--- src/rtl/differential_drive_odometry_core_assert.svh ---
// Assertion macros for the odometry core.
// Included by the top level only; no other dependencies.
`ifndef DIFFERENTIAL_DRIVE_ODOMETRY_CORE_ASSERT_SVH
`define DIFFERENTIAL_DRIVE_ODOMETRY_CORE_ASSERT_SVH

// Same-cycle implication, disabled while reset is asserted.
`define DDO_ASSERT_NOW(lbl, clk, rst_n, ante, cons) \
	lbl: assert property (@(posedge clk) disable iff (!rst_n) (ante) |-> (cons)) \
		else $error("odometry core: same-cycle check failed");

// Next-cycle implication, disabled while reset is asserted.
`define DDO_ASSERT_NEXT(lbl, clk, rst_n, ante, cons) \
	lbl: assert property (@(posedge clk) disable iff (!rst_n) (ante) |=> (cons)) \
		else $error("odometry core: next-cycle check failed");

`endif

--- src/rtl/ddo_pkg.sv ---
// Shared constants, types and the arctangent table of the odometry core.
// No dependencies; every RTL file but the assertion header refers to it by scoped names.
package ddo_pkg;

	// parameter defaults
	localparam int TICK_BITS_DEF = 16;
	localparam int TRIG_ITER_DEF = 16;
	localparam int ATAN_STEPS    = 24;
	localparam int IT_W          = 5;

	// field and datapath widths
	localparam int DIST_W     = 32;
	localparam int ANG_W      = 32;
	localparam int POS_W      = 48;
	localparam int POS_OUT_W  = 32;
	localparam int HEAD_OUT_W = 16;
	localparam int TURN_W     = 33;
	localparam int C_W        = 33;
	localparam int Z_W        = 33;
	localparam int UT_W       = 32;
	localparam int FRAC_SH    = 31;
	localparam int ACC_W      = POS_W + FRAC_SH;
	localparam int MUL1_STEPS = (TURN_W + 1) / 2;
	localparam int MUL2_STEPS = UT_W / 2;
	localparam int CNT_W      = 5;

	// configuration register indexes
	localparam int CFG_IDX_W = 3;
	localparam logic [CFG_IDX_W-1:0] CFG_DIST = 3'd0;
	localparam logic [CFG_IDX_W-1:0] CFG_TURN = 3'd1;
	localparam logic [CFG_IDX_W-1:0] CFG_X    = 3'd2;
	localparam logic [CFG_IDX_W-1:0] CFG_Y    = 3'd3;
	localparam logic [CFG_IDX_W-1:0] CFG_HEAD = 3'd4;

	// register reset values
	localparam logic [DIST_W-1:0]     DIST_RST = 32'd3748053;
	localparam logic [ANG_W-1:0]      TURN_RST = 32'd2840555;
	localparam logic [POS_OUT_W-1:0]  X_RST    = 32'd65536;
	localparam logic [POS_OUT_W-1:0]  Y_RST    = 32'd203162;
	localparam logic [HEAD_OUT_W-1:0] HEAD_RST = 16'd16384;

	// CORDIC constants
	localparam logic signed [C_W-1:0] CORDIC_GAIN = 33'sh026DD3B6A;
	localparam logic [ANG_W-1:0]      OCTANT      = 32'h2000_0000;

	typedef struct packed {
		logic load;
		logic step;
	} ddo_mul_ctl_t;

	typedef struct packed {
		logic busy;
		logic done;
	} ddo_cord_sts_t;

	// arctan(2^-i) in units of 2^-32 revolution
	function automatic logic [ANG_W-1:0] atan_lut(input logic [IT_W-1:0] i);
		logic [ANG_W-1:0] v;
		unique case (i)
			5'd0:  v = 32'h20000000;
			5'd1:  v = 32'h12E4051E;
			5'd2:  v = 32'h09FB385B;
			5'd3:  v = 32'h051111D4;
			5'd4:  v = 32'h028B0D43;
			5'd5:  v = 32'h0145D7E1;
			5'd6:  v = 32'h00A2F61E;
			5'd7:  v = 32'h00517C55;
			5'd8:  v = 32'h0028BE53;
			5'd9:  v = 32'h00145F2F;
			5'd10: v = 32'h000A2F98;
			5'd11: v = 32'h000517CC;
			5'd12: v = 32'h00028BE6;
			5'd13: v = 32'h000145F3;
			5'd14: v = 32'h0000A2FA;
			5'd15: v = 32'h0000517D;
			5'd16: v = 32'h000028BE;
			5'd17: v = 32'h0000145F;
			5'd18: v = 32'h00000A30;
			5'd19: v = 32'h00000518;
			5'd20: v = 32'h0000028C;
			5'd21: v = 32'h00000146;
			5'd22: v = 32'h000000A3;
			5'd23: v = 32'h00000051;
			default: v = '0;
		endcase
		return v;
	endfunction

endpackage

--- src/rtl/ddo_serial_mul.sv ---
// Radix-4 shift-and-add multiplier: one two-bit digit of the multiplier per step.
// Depends on ddo_pkg for the control struct.
module ddo_serial_mul #(
	parameter int MC_W = 32,
	parameter int MP_W = 32,
	parameter int AC_W = 64
) (
	input  logic                  clk,
	input  ddo_pkg::ddo_mul_ctl_t ctl,
	input  logic [MC_W-1:0]       mcand,
	input  logic [MP_W-1:0]       mplier,
	output logic [AC_W-1:0]       prod
);

	logic [AC_W-1:0] mc_q;
	logic [AC_W-1:0] acc_q;
	logic [MP_W-1:0] mp_q;
	logic [AC_W-1:0] pp0;
	logic [AC_W-1:0] pp1;

	assign pp0  = mp_q[0] ? mc_q : '0;
	assign pp1  = mp_q[1] ? {mc_q[AC_W-2:0], 1'b0} : '0;
	assign prod = acc_q;

	// product bits above AC_W are dropped: the result is taken modulo 2^AC_W
	always_ff @(posedge clk) begin
		priority if (ctl.load) begin
			mc_q  <= AC_W'(mcand);
			mp_q  <= mplier;
			acc_q <= '0;
		end else if (ctl.step) begin
			acc_q <= acc_q + pp0 + pp1;
			mc_q  <= {mc_q[AC_W-3:0], 2'b00};
			mp_q  <= {2'b00, mp_q[MP_W-1:2]};
		end else begin
			// hold
		end
	end

endmodule

--- config.mk ---
export PLATFORM = sky130hd
export DESIGN_NAME = ddo_serial_mul
export DESIGN_NICKNAME = d
export VERILOG_FILES = /design/src/rtl/differential_drive_odometry_core_assert.svh /design/src/rtl/ddo_pkg.sv /design/src/rtl/ddo_serial_mul.sv
export SDC_FILE = /design/constraint.sdc
export NUM_CORES = 1
export LEC_CHECK = 0
export ABC_AREA = 1
export BUFFER_PORTS_ARGS = -buffer_cell sky130_fd_sc_hd__clkbuf_2
export CAP_MARGIN = 25
export CORE_MARGIN = 1.5
export CORE_UTILIZATION = 60
export CTS_BUF_LIST = sky130_fd_sc_hd__clkbuf_4
export CTS_CLUSTER_DIAMETER = 60
export DETAILED_ROUTE_END_ITERATION = 16
export HOLD_SLACK_MARGIN = 0.02
export PLACE_DENSITY_LB_ADDON = 0.05
export SYNTH_ARGS = -nofsm -noshare
export SYNTH_HDL_FRONTEND = slang
export SYNTH_SLANG_ARGS = --single-unit
--- constraint.sdc ---
create_clock -name clk -period 4 [get_ports clk]
set_input_delay 0.4 -clock clk [delete_from_list [all_inputs] [get_ports clk]]
set_output_delay 0.4 -clock clk [all_outputs]
set_load 0.01 [all_outputs]
==> impl_metrics.ini <==
[status]
status = finished clean

[global_routing]
top_usage_layer = met2
grt_util_all_layers_pct = 36.6
grt_antenna_before_repair = 1
grt-ovfl-total = 0
grtUsageMet2_pct = 58.2
gr-usage-met3_pct = 4.72
grt_max_degree = 88
gr-usage-met1_pct = 53.2
grt_pass1_vias = 13100
grt_pass1_wl_um = 68400

[sta]
tightest_slew_ns = 1.03
min_period_over_period_pct = 88.5
max_freq_mhz = 283
hold_viol_final = 0
finalSetupViolCount = 0
timing.hold.ws_ns = 0.0498
skew_ns = 0.0466
tns_ns = 0
rsz0062_at_grt = false
min_period_ns = 3.54
relSlewSlack_pct = 31.4
finalMaxSlewViolations = 0

[placed_design]
place_area_um2 = 14900
routabilityCongestion = 0.989
dpl.hpwl_um = 33000
port_buffers = 130
dp.cells = 2665

[synthesis]
synthTopCellsByArea = nand2_1 (27%), inv_1 (14%), dfxtp_1 (14%)
syn_nets = 2460
yosysTopAreaCellShare_pct = 26.7
yosysTopAreaCell = nand2_1
syn_avg_cell_area_um2 = 6.17
synth_edf_count = 64
ys_warn_count = 0
ys_types = 36
ys_top_cells_by_count = nand2_1 (993), inv_1 (521), nor2_1 (122)
synth-seq-cells = 160
synth_cells = 2267
yosysMostFrequentCell = nand2_1
netlist_area_um2 = 14000
synth-async-reset-ratio_pct = 0
ys_seq_area_share_pct = 27.5
synth_ff_type = dfxtp_1

[hold_path]
min_path_type = in -> reg

[route]
wire_per_inst_um = 15.9
drt_iter0_drc = 1428
vias_per_cell = 5.15
drt-total-wl_um = 43100
final_antenna_net_count = 0
drt-pass1-iter-count = 5
drc = 0
vias = 14000

[setup_path]
critPathArrivalTime_ns = 4.05
worst-path-max-fanout = 25
worst_setup_path_end_kind = flop
start_kind = flop
crit_required_ns = 4.51
path_class = reg -> reg

[cts]
htreeDepth = 4
clock_latency_ns = 0.63
clk_path_buf_depth = 2
cts_made_buffers = 17
tritoncts = yes
cts_resized = 0
post_cts_buffers = 0
cts_root_buf = clkbuf_4
clk_pin_slew_ns = 0.20
cts_sinks = 160
ctsHoldBuffers = 16

[finish]
area_growth_pct = 10.2
stdcell_area_um2 = 15400
drive_gt1_share_pct = 8.71
stdcell_count = 2714
nets = 2580

[floorplanning]
die-area_um2 = 24200
fp.dieH_um = 156
start_util_pct = 61.4
core_um2 = 22800
io_pins = 131
die_x_um = 156
row_count = 55

[power_and_ir_drop]
p_per_area_nw_per_um2 = 333
irDropWorstVdd_mv = 0.221
leakagePower_nw = 9.67
total_power_mw = 5.13

[job]
maxCapViolCount = 0
==> sequential cells by signal, summed over array words and instances (netlist names) <==
signal  flops
mp_q       32
prod       64
mc_q       64
==> cell type report <==
type                       instances  area (µm²)
antenna                            1        2.50
clock buffer                      17         128
clock inverter                    15         193
fill                            2061        7360
inverter                         523        1970
multi-input combinational       1530        7980
sequential                       160        3840
tap                              313         392
timing repair buffer             155         916
==> routing by layer <==
metal	vias up	wire length, µm
li1	6941	-
met1	6381	20100
met2	597	19100
met3	52	3200
met4	0	667
met5	-	0
==> logic make-up (layout without fill, tap and decap cells) <==
kind of cell	Yosys count	in the layout	synth area share, %
DFF	160	160	27.5
adders and majority gates	126	126	14.7
AOI/OAI and AO/OA	131	131	5.25
buffers and inverters	577	710	15.5
other	0	1	0
xor gates and xnor gates	25	25	1.57
and+or+nand+nor	1248	1248	35.5
==> layout by cell type (no fill, tap or decap), types with 12 or more instances in the layout <==
cell and instances:
o21ai_0 31, nand2_1 991, inv_1 521, edfxtp_1 64, clkbuf_2 130, xnor2_1 13, xor2_1 12, dfxtp_1 96
nand2_2 12, dlygate4sd3_1 16, ha_1 63, a21oi_1 47, o22ai_1 28, clkbuf_4 17, fa_1 63, nand3_1 79
nor2_1 122
==> path summary, 6_finish.rpt <==
check | from | endpoint | slack [ns] | cells past startpoint
max reg2reg | mp_q[0]$_DFFE_PP_ | prod[43]$_SDFFE_PP0P_ | 0.46 | 19
min reg2reg | mc_q[63]$_SDFFE_PP0P_ | mc_q[63]$_SDFFE_PP0P_ | 0.52 | 2
min | mcand[22] | mc_q[22]$_DFFE_PP_ | 0.05 | 3
max | mp_q[0]$_DFFE_PP_ | prod[43]$_SDFFE_PP0P_ | 0.46 | 19
==> power by group <==
group / switching [mW] / leakage (nW) / internal (mW) / total [mW]
clock: 0.771 / 0.163 / 0.352 / 1.12
combinational: 1.27 / 8.05 / 0.676 / 1.95
sequential: 0.183 / 1.46 / 1.88 / 2.06
==> metrics by stage <==
step                util (%)  setup WS, ns
CTS                     67.7         0.580
global placement        65.6         0.670
global route            67.7         0.315
floorplan                  -         0.709
finish                  67.7         0.462
detailed placement      65.6         0.641
==> critical path, cell delays in order (launching register included) <==
cell and delay (ns):
edfxtp_1 0.62, buf_12 0.23, nand2_1 0.07, inv_1 0.09, fa_1 0.44, ha_1 0.38, nand2_1 0.16, inv_1 0.06
nand2_1 0.07, nand2_1 0.08, inv_1 0.06, nand3_1 0.25, nand3_1 0.16, nand2_1 0.18, nand2_1 0.19, nand2_1 0.07
nand2_1 0.06, nand3_1 0.10, nand2_1 0.09, inv_1 0.04
No activity file was read; power rests on OpenSTA's default activity.
